<file path="src/design/cddt_pkg.sv">
package cddt_pkg;

    // tick limit bounds and default
    localparam logic [15:0] LIMIT_DEFAULT = 16'd31250;
    localparam logic [15:0] LIMIT_MAX     = 16'd40000;
    localparam logic [15:0] LIMIT_MIN     = 16'd20000;

    // minutes at which a trim check runs
    localparam logic [5:0] TRIM_MIN_A = 6'd20;
    localparam logic [5:0] TRIM_MIN_B = 6'd50;

    // last trim hour before any trim
    localparam logic [6:0] HOUR_NEVER = 7'd90;

    // tube code that stands for a zero in the hours tens place
    localparam logic [3:0] ZERO_CODE = 4'd10;

    // configuration register indexes
    typedef enum logic [1:0] {
        CFG_DIM_START = 2'd0,
        CFG_DIM_END   = 2'd1,
        CFG_XFADE     = 2'd2
    } cfg_index_t;

    // one display update as held in the input register
    typedef struct packed {
        logic [4:0] soft_hours;
        logic [5:0] soft_minutes;
        logic [5:0] soft_seconds;
        logic [4:0] rtc_hours;
        logic [5:0] rtc_minutes;
        logic [5:0] rtc_seconds;
    } item_t;

endpackage

</file>
<file path="src/design/clock_display_drift_trim_top.sv">
// channel | direction | handshake            | payload
// in      | in        | in_valid / in_stall  | soft_* and rtc_* time fields
// out     | out       | out_valid / out_stall| four digits, use_crossfade, dim_on,
//         |           |                      | tick_limit_out
// cfg     | in        | cfg_we               | cfg_index, cfg_data (no read-back)
//
// an item waits in the input register and moves on into the output register
// when that one is free; one item per cycle is sustained while out_stall is
// low, with the trim adder chain combinational between the two registers
// rst_n is asynchronous and active low; it clears both valid flags, the tick
// limit (to 31250) and both last-trim hours (to "never"), and the config registers
// a stalled output holds its item while the input register can still take one
// more; in_stall rises only when both registers are full and out_stall is high
module clock_display_drift_trim_top (
    input  logic        clk,
    input  logic        rst_n,
    // input channel
    input  logic        in_valid,
    output logic        in_stall,
    input  logic [4:0]  soft_hours,
    input  logic [5:0]  soft_minutes,
    input  logic [5:0]  soft_seconds,
    input  logic [4:0]  rtc_hours,
    input  logic [5:0]  rtc_minutes,
    input  logic [5:0]  rtc_seconds,
    // output channel
    output logic        out_valid,
    input  logic        out_stall,
    output logic [3:0]  hour_tens_digit,
    output logic [3:0]  hour_ones_digit,
    output logic [2:0]  minute_tens_digit,
    output logic [3:0]  minute_ones_digit,
    output logic        use_crossfade,
    output logic        dim_on,
    output logic [15:0] tick_limit_out,
    // configuration write port
    input  logic        cfg_we,
    input  logic [1:0]  cfg_index,
    input  logic [4:0]  cfg_data
);

    // configuration registers
    logic [4:0] dim_start_reg;
    logic [4:0] dim_end_reg;
    logic       xfade_reg;

    // trim state
    logic [15:0] tick_limit_reg;
    logic [15:0] tick_limit_next;
    logic [6:0]  last20_reg;
    logic [6:0]  last50_reg;

    // input register
    cddt_pkg::item_t s1_item_reg;
    logic            s1_valid_reg;

    // result register
    logic        out_valid_reg;
    logic [3:0]  hour_tens_reg;
    logic [3:0]  hour_ones_reg;
    logic [2:0]  minute_tens_reg;
    logic [3:0]  minute_ones_reg;
    logic        xfade_out_reg;
    logic        dim_reg;

    // handshake
    logic out_free;
    logic s1_fire;
    logic in_fire;

    // per-item logic
    logic [1:0]  hr_tens;
    logic [2:0]  mn_tens;
    logic [4:0]  hr_tens_x10;
    logic [5:0]  mn_tens_x10;
    logic [4:0]  hr_ones;
    logic [5:0]  mn_ones;
    logic        hit20;
    logic        hit50;
    logic        trim_hit;
    logic [4:0]  dim_hour;
    logic        dim_next;
    logic [15:0] sec_diff;
    logic [15:0] min_diff;
    logic [15:0] min_secs;
    logic [15:0] diff_secs;
    logic [15:0] trim_step;
    logic [15:0] trimmed;

    // output register frees up when empty or taken this cycle
    assign out_free = !out_valid_reg || !out_stall;
    assign s1_fire  = s1_valid_reg && out_free;
    assign in_stall = s1_valid_reg && !out_free;
    assign in_fire  = in_valid && !in_stall;

    // configuration writes
    always_ff @(posedge clk or negedge rst_n)
    begin
        if (!rst_n)
        begin
            dim_start_reg <= 5'd0;
            dim_end_reg   <= 5'd0;
            xfade_reg     <= 1'b0;
        end
        else if (cfg_we)
        begin
            case (cfg_index)
                cddt_pkg::CFG_DIM_START: dim_start_reg <= cfg_data;
                cddt_pkg::CFG_DIM_END:   dim_end_reg   <= cfg_data;
                cddt_pkg::CFG_XFADE:     xfade_reg     <= cfg_data[0];
                default:                 ;
            endcase
        end
    end

    // input register
    always_ff @(posedge clk or negedge rst_n)
    begin
        if (!rst_n)
        begin
            s1_valid_reg <= 1'b0;
        end
        else if (in_fire)
        begin
            s1_valid_reg <= 1'b1;
        end
        else if (s1_fire)
        begin
            s1_valid_reg <= 1'b0;
        end
    end

    always_ff @(posedge clk)
    begin
        if (in_fire)
        begin
            s1_item_reg.soft_hours   <= soft_hours;
            s1_item_reg.soft_minutes <= soft_minutes;
            s1_item_reg.soft_seconds <= soft_seconds;
            s1_item_reg.rtc_hours    <= rtc_hours;
            s1_item_reg.rtc_minutes  <= rtc_minutes;
            s1_item_reg.rtc_seconds  <= rtc_seconds;
        end
    end

    // digit split: tens by compare, ones by subtracting tens times ten
    always_comb
    begin
        if (s1_item_reg.soft_hours >= 5'd30)
            hr_tens = 2'd3;
        else if (s1_item_reg.soft_hours >= 5'd20)
            hr_tens = 2'd2;
        else if (s1_item_reg.soft_hours >= 5'd10)
            hr_tens = 2'd1;
        else
            hr_tens = 2'd0;

        if (s1_item_reg.soft_minutes >= 6'd60)
            mn_tens = 3'd6;
        else if (s1_item_reg.soft_minutes >= 6'd50)
            mn_tens = 3'd5;
        else if (s1_item_reg.soft_minutes >= 6'd40)
            mn_tens = 3'd4;
        else if (s1_item_reg.soft_minutes >= 6'd30)
            mn_tens = 3'd3;
        else if (s1_item_reg.soft_minutes >= 6'd20)
            mn_tens = 3'd2;
        else if (s1_item_reg.soft_minutes >= 6'd10)
            mn_tens = 3'd1;
        else
            mn_tens = 3'd0;
    end

    assign hr_tens_x10 = {hr_tens, 3'b000} + {2'b00, hr_tens, 1'b0};
    assign mn_tens_x10 = {mn_tens, 3'b000} + {2'b00, mn_tens, 1'b0};
    assign hr_ones     = s1_item_reg.soft_hours - hr_tens_x10;
    assign mn_ones     = s1_item_reg.soft_minutes - mn_tens_x10;

    // trim check, once per hour at each of the two minutes
    assign hit20 = (s1_item_reg.soft_minutes == cddt_pkg::TRIM_MIN_A)
                && (last20_reg != {2'b00, s1_item_reg.soft_hours});
    assign hit50 = (s1_item_reg.soft_minutes == cddt_pkg::TRIM_MIN_B)
                && (last50_reg != {2'b00, s1_item_reg.soft_hours});
    assign trim_hit = hit20 || hit50;

    // drift in seconds, all modulo 2^16; times 60 and times 18 as shift-adds
    assign sec_diff  = {10'd0, s1_item_reg.rtc_seconds} - {10'd0, s1_item_reg.soft_seconds};
    assign min_diff  = {10'd0, s1_item_reg.rtc_minutes} - {10'd0, s1_item_reg.soft_minutes};
    assign min_secs  = (min_diff << 6) - (min_diff << 2);
    assign diff_secs = sec_diff + min_secs;
    assign trim_step = (diff_secs << 4) + (diff_secs << 1);
    assign trimmed   = tick_limit_reg - trim_step;

    always_comb
    begin
        tick_limit_next = tick_limit_reg;
        if (trim_hit)
        begin
            if (s1_item_reg.rtc_hours != s1_item_reg.soft_hours)
                tick_limit_next = cddt_pkg::LIMIT_DEFAULT;
            else if (trimmed > cddt_pkg::LIMIT_MAX || trimmed < cddt_pkg::LIMIT_MIN)
                tick_limit_next = cddt_pkg::LIMIT_DEFAULT;
            else
                tick_limit_next = trimmed;
        end
    end

    // dim window, wrapping past midnight when end is below start
    assign dim_hour = trim_hit ? s1_item_reg.rtc_hours : s1_item_reg.soft_hours;

    always_comb
    begin
        if (dim_end_reg >= dim_start_reg)
            dim_next = (dim_hour >= dim_start_reg) && (dim_hour < dim_end_reg);
        else
            dim_next = !((dim_hour >= dim_end_reg) && (dim_hour < dim_start_reg));
    end

    // trim state moves with the item into the result register
    always_ff @(posedge clk or negedge rst_n)
    begin
        if (!rst_n)
        begin
            tick_limit_reg <= cddt_pkg::LIMIT_DEFAULT;
            last20_reg     <= cddt_pkg::HOUR_NEVER;
            last50_reg     <= cddt_pkg::HOUR_NEVER;
        end
        else if (s1_fire)
        begin
            tick_limit_reg <= tick_limit_next;
            if (hit20)
                last20_reg <= {2'b00, s1_item_reg.soft_hours};
            if (hit50)
                last50_reg <= {2'b00, s1_item_reg.soft_hours};
        end
    end

    // result register
    always_ff @(posedge clk or negedge rst_n)
    begin
        if (!rst_n)
        begin
            out_valid_reg <= 1'b0;
        end
        else if (out_free)
        begin
            out_valid_reg <= s1_valid_reg;
        end
    end

    always_ff @(posedge clk)
    begin
        if (s1_fire)
        begin
            hour_tens_reg   <= (hr_tens == 2'd0) ? cddt_pkg::ZERO_CODE : {2'b00, hr_tens};
            hour_ones_reg   <= hr_ones[3:0];
            minute_tens_reg <= mn_tens;
            minute_ones_reg <= mn_ones[3:0];
            xfade_out_reg   <= xfade_reg;
            dim_reg         <= dim_next;
        end
    end

    assign out_valid         = out_valid_reg;
    assign hour_tens_digit   = hour_tens_reg;
    assign hour_ones_digit   = hour_ones_reg;
    assign minute_tens_digit = minute_tens_reg;
    assign minute_ones_digit = minute_ones_reg;
    assign use_crossfade     = xfade_out_reg;
    assign dim_on            = dim_reg;
    // tick limit register only changes when the item leaves for the output
    assign tick_limit_out    = tick_limit_reg;

    // the tick limit always stays within its legal band
    assert property (@(posedge clk) disable iff (!rst_n)
        (tick_limit_reg >= cddt_pkg::LIMIT_MIN) && (tick_limit_reg <= cddt_pkg::LIMIT_MAX))
        else $error("tick limit out of band");

    // stall toward the source only when both registers hold an item
    assert property (@(posedge clk) disable iff (!rst_n)
        in_stall |-> (s1_valid_reg && out_valid_reg))
        else $error("input stalled with room to spare");

    // a held item is not dropped while the output is blocked
    assert property (@(posedge clk) disable iff (!rst_n)
        (s1_valid_reg && out_valid_reg && out_stall) |=> s1_valid_reg)
        else $error("item lost under stall");

    // a trim at minute 20 records its hour
    assert property (@(posedge clk) disable iff (!rst_n)
        (s1_fire && hit20) |=> (last20_reg == $past({2'b00, s1_item_reg.soft_hours})))
        else $error("minute 20 trim hour not recorded");

    // a trim at minute 50 records its hour
    assert property (@(posedge clk) disable iff (!rst_n)
        (s1_fire && hit50) |=> (last50_reg == $past({2'b00, s1_item_reg.soft_hours})))
        else $error("minute 50 trim hour not recorded");

endmodule

</file>
<file path="config.mk">
export PLATFORM = sky130hd
export DESIGN_NAME = clock_display_drift_trim_top
export DESIGN_NICKNAME = d
export VERILOG_FILES = /design/src/design/cddt_pkg.sv /design/src/design/clock_display_drift_trim_top.sv
export SDC_FILE = /design/constraint.sdc
export NUM_CORES = 1
export LEC_CHECK = 0
export ABC_AREA = 1
export BUFFER_PORTS_ARGS = -buffer_cell sky130_fd_sc_hd__buf_2
export CORE_ASPECT_RATIO = 0.7
export CORE_MARGIN = 5
export CORE_UTILIZATION = 61
export CTS_BUF_LIST = sky130_fd_sc_hd__clkbuf_8
export DETAILED_ROUTE_END_ITERATION = 16
export GPL_TIMING_DRIVEN = 0
export PLACE_DENSITY = 0.83
export SYNTH_ARGS = -nofsm -noshare
export SYNTH_HDL_FRONTEND = slang
export SYNTH_SLANG_ARGS = --single-unit
</file>
<file path="constraint.sdc">
create_clock -name clk -period 7.7 [get_ports clk]
set_input_delay 1.54 -clock clk [delete_from_list [all_inputs] [get_ports clk]]
set_output_delay 1.54 -clock clk [all_outputs]
set_load 0.05 [all_outputs]
</file>
==> key figures <==
Clock network
  • Clock latency on the worst-skew pair: 0.37 ns
  • Clk sinks: just over 90
  • H-tree level count: 3
  • Hold_buf cts: 0
  • CTS tree: yes
  • Root buf cell: clkbuf_8
  • Max clock buf depth: 2
  • Total CTS buffers: 9
  • PostCTS Resize Cnt: 0
  • Clk slew on worst S/H paths: about 0.1 ns
  • Number of buffers added for setup after CTS: 0

Logic synthesis
  • FF+latch count, synth: 91
  • EDFF count, synth: 50
  • Net count after synthesis: between 900 and 1k
  • Syn_area_per_cell: roughly 8.5 µm²
  • Register area share after synthesis: a little under two fifths
  • Netlist cell types: 49
  • Yosys top cell by area: edfxtp_1
  • Syn. warnings: 0
  • Cell Area, Synth: 6840 µm²
  • Synth top area share: 22.0%
  • Synthesized instance count: between 800 and 900
  • Largest cells by area after synthesis: edfxtp_1 22%, ha_1 13%, dfrtp_1 9.5%
  • Primary FF master, synth: edfxtp_1
  • Async S/R FF share, synth: a little under half

Route
  • Drt pass-1 iters: 5
  • Via-per-instance ratio: 5.17
  • Vias: roughly 5.4k
  • DRC Markers: 0
  • Starting DRT DRC Count: slightly below 400
  • Routed WL: 14,400 µm
  • Final ANT Viol Nets: 0
  • DR WL/cell: 13.7 µm

Finish
  • Largest register FFs: 34
  • Nets@finish: about 1.0k
  • Area Growth Syn to Fin: 11.6%
  • Share of cells above drive strength 1: 16.6%
  • Design area: roughly 7600 µm²
  • N_diodes: 0
  • Post-layout util: a little over two thirds
  • Fillcell total: 907

Place
  • Port Buffers: a little under 80
  • Placed Area: 7440 µm²
  • Hpwl dp: approximately 12,000 µm
  • RePlAce Congestion: about 0.9

Die
  • Die area: around 13,000 µm²
  • Initial Utilization: between 60% and 70%
  • Die H: between 90 and 100 µm
  • Top-level I/O count: 81
  • Die Wd: between 100 and 150 µm
  • Core area: 11,000 µm²
  • Num rows: 32

Timing
  • Max Slew Vio Count: 0
  • Post-route minimum period: 6.68 ns
  • Final setup TNS: 0 ns
  • Unrepaired setup endpoints after global routing: false
  • Worst Tran Pin Value: ~1.2 ns
  • Slew Limit Headroom: 16.9%
  • Setup violations, final: 0
  • Max Clk Rate: 150 MHz
  • Hold Violations, Final: 0
  • Final period util: 86.8%
  • Setup Skew: about 0.0055 ns

Critical path
  • Largest delay contributor family on the critical path: adder cells
  • Crit path top cell by count: inv_1
  • Data arrival, critical path: between 6 and 7 ns
  • Worst path slowest cell: fa_1
  • Worst path max stage delay: around 0.6 ns
  • CP Buf/Inv Count: 7
  • WS Path Type: reg2reg
  • Critical path startpoint category: flip-flop
  • CP Capture Type: flip-flop
  • CP Max Fanout: 10
  • WP data required: 7.96 ns

Global route
  • Vias in the first global route: ~5k
  • Largest net degree at the start of global routing: 42
  • Initial antenna violation count: 0
  • First-pass GRT wire length: between 20,000 and 25,000 µm
  • Grt ovf: 0
  • All-Layer GR Usage: between 20% and 30%

Flow run
  • Maxcap violations: 0

Run status
  • Outcome: finished, final reports clean

Hold path
  • HP Class: reg2reg
==> area by class of cell <==
class	instances	area [µm²]	area share (%)
Clock buffer	9	124	1.62
Clock inverter	7	65.1	0.853
Sequential cell	91	2550	33.4
Multi-Input combinational cell	550	3650	47.9
Buffer	9	56.3	0.738
Tap cell	153	191	2.51
Inverter	155	582	7.63
Timing Repair Buffer	80	410	5.38
==> stage by stage <==
stage                     instances  hold WS [ns]  setup WS (ns)
after global routing           1054         0.481          0.453
after detailed placement       1038         0.434           1.19
final                          1054         0.460           1.02
after floorplan                 805         0.425           2.09
after global placement         1037         0.429           1.33
after CTS                      1054         0.458           1.06
==> per-layer routing <==
| metal | part of all wire [%] | track usage, % | vias to the layer above |
|---|---|---|---|
| met5 | 0 | 0 | - |
| met4 | 0.99 | 4.73 | 0 |
| met3 | 6.3 | 5.82 | 15 |
| met2 | 47 | 35.0 | 131 |
| met1 | 46 | 31.9 | 2522 |
| li1 | - | - | 2778 |
==> Yosys cell counts (all sizes together) (5+ instances only) <==
cell type  instances
a21oi             40
buf                5
dfrtp             26
dfstp             15
edfxtp            50
fa                19
ha                72
inv              154
nand2            177
nand3             46
nand4              8
nor2              52
nor3               7
o21a               5
o21ai             38
or2                8
xnor2             14
xor2              30
==> cell usage in the layout (no fill, tap or decap), types with 15 or more instances in the layout <==
cell and instances:
fa_1 19, ha_1 72, edfxtp_1 50, nor2_1 48, a21oi_1 38, o21ai_0 32
dfrtp_1 26, xor2_1 30, nand3_1 42, nand2_1 164, buf_2 81, inv_1 153
dfstp_2 15
==> cell families after synthesis <==
group | after synthesis | synth area share (%)
other cells | 1 | 0.0549
xor+xnor | 44 | 5.64
compound gates | 106 | 8.99
fa+ha+maj | 91 | 18.7
flops | 91 | 37.3
buf+inv | 164 | 9.34
simple gates | 308 | 20.0
==> final timing paths <==
check | start | end | slack (ns) | cells past startpoint
min | xfade_reg | use_crossfade | 0.46 | 0
min in group asynchronous | rst_n | out_valid | 1.29 | 1
min reg2reg | xfade_reg | use_crossfade | 0.46 | 0
max in group asynchronous | rst_n | dim_start_reg[3] | 5.84 | 1
max reg2reg | s1_item_reg[0] | tick_limit_out[3] | 1.02 | 30
max | s1_item_reg[0] | tick_limit_out[3] | 1.02 | 30
Power is left out: the tool's default activity adds up to more than one toggle a clock period on the data nets, which glitch-free logic cannot reach.
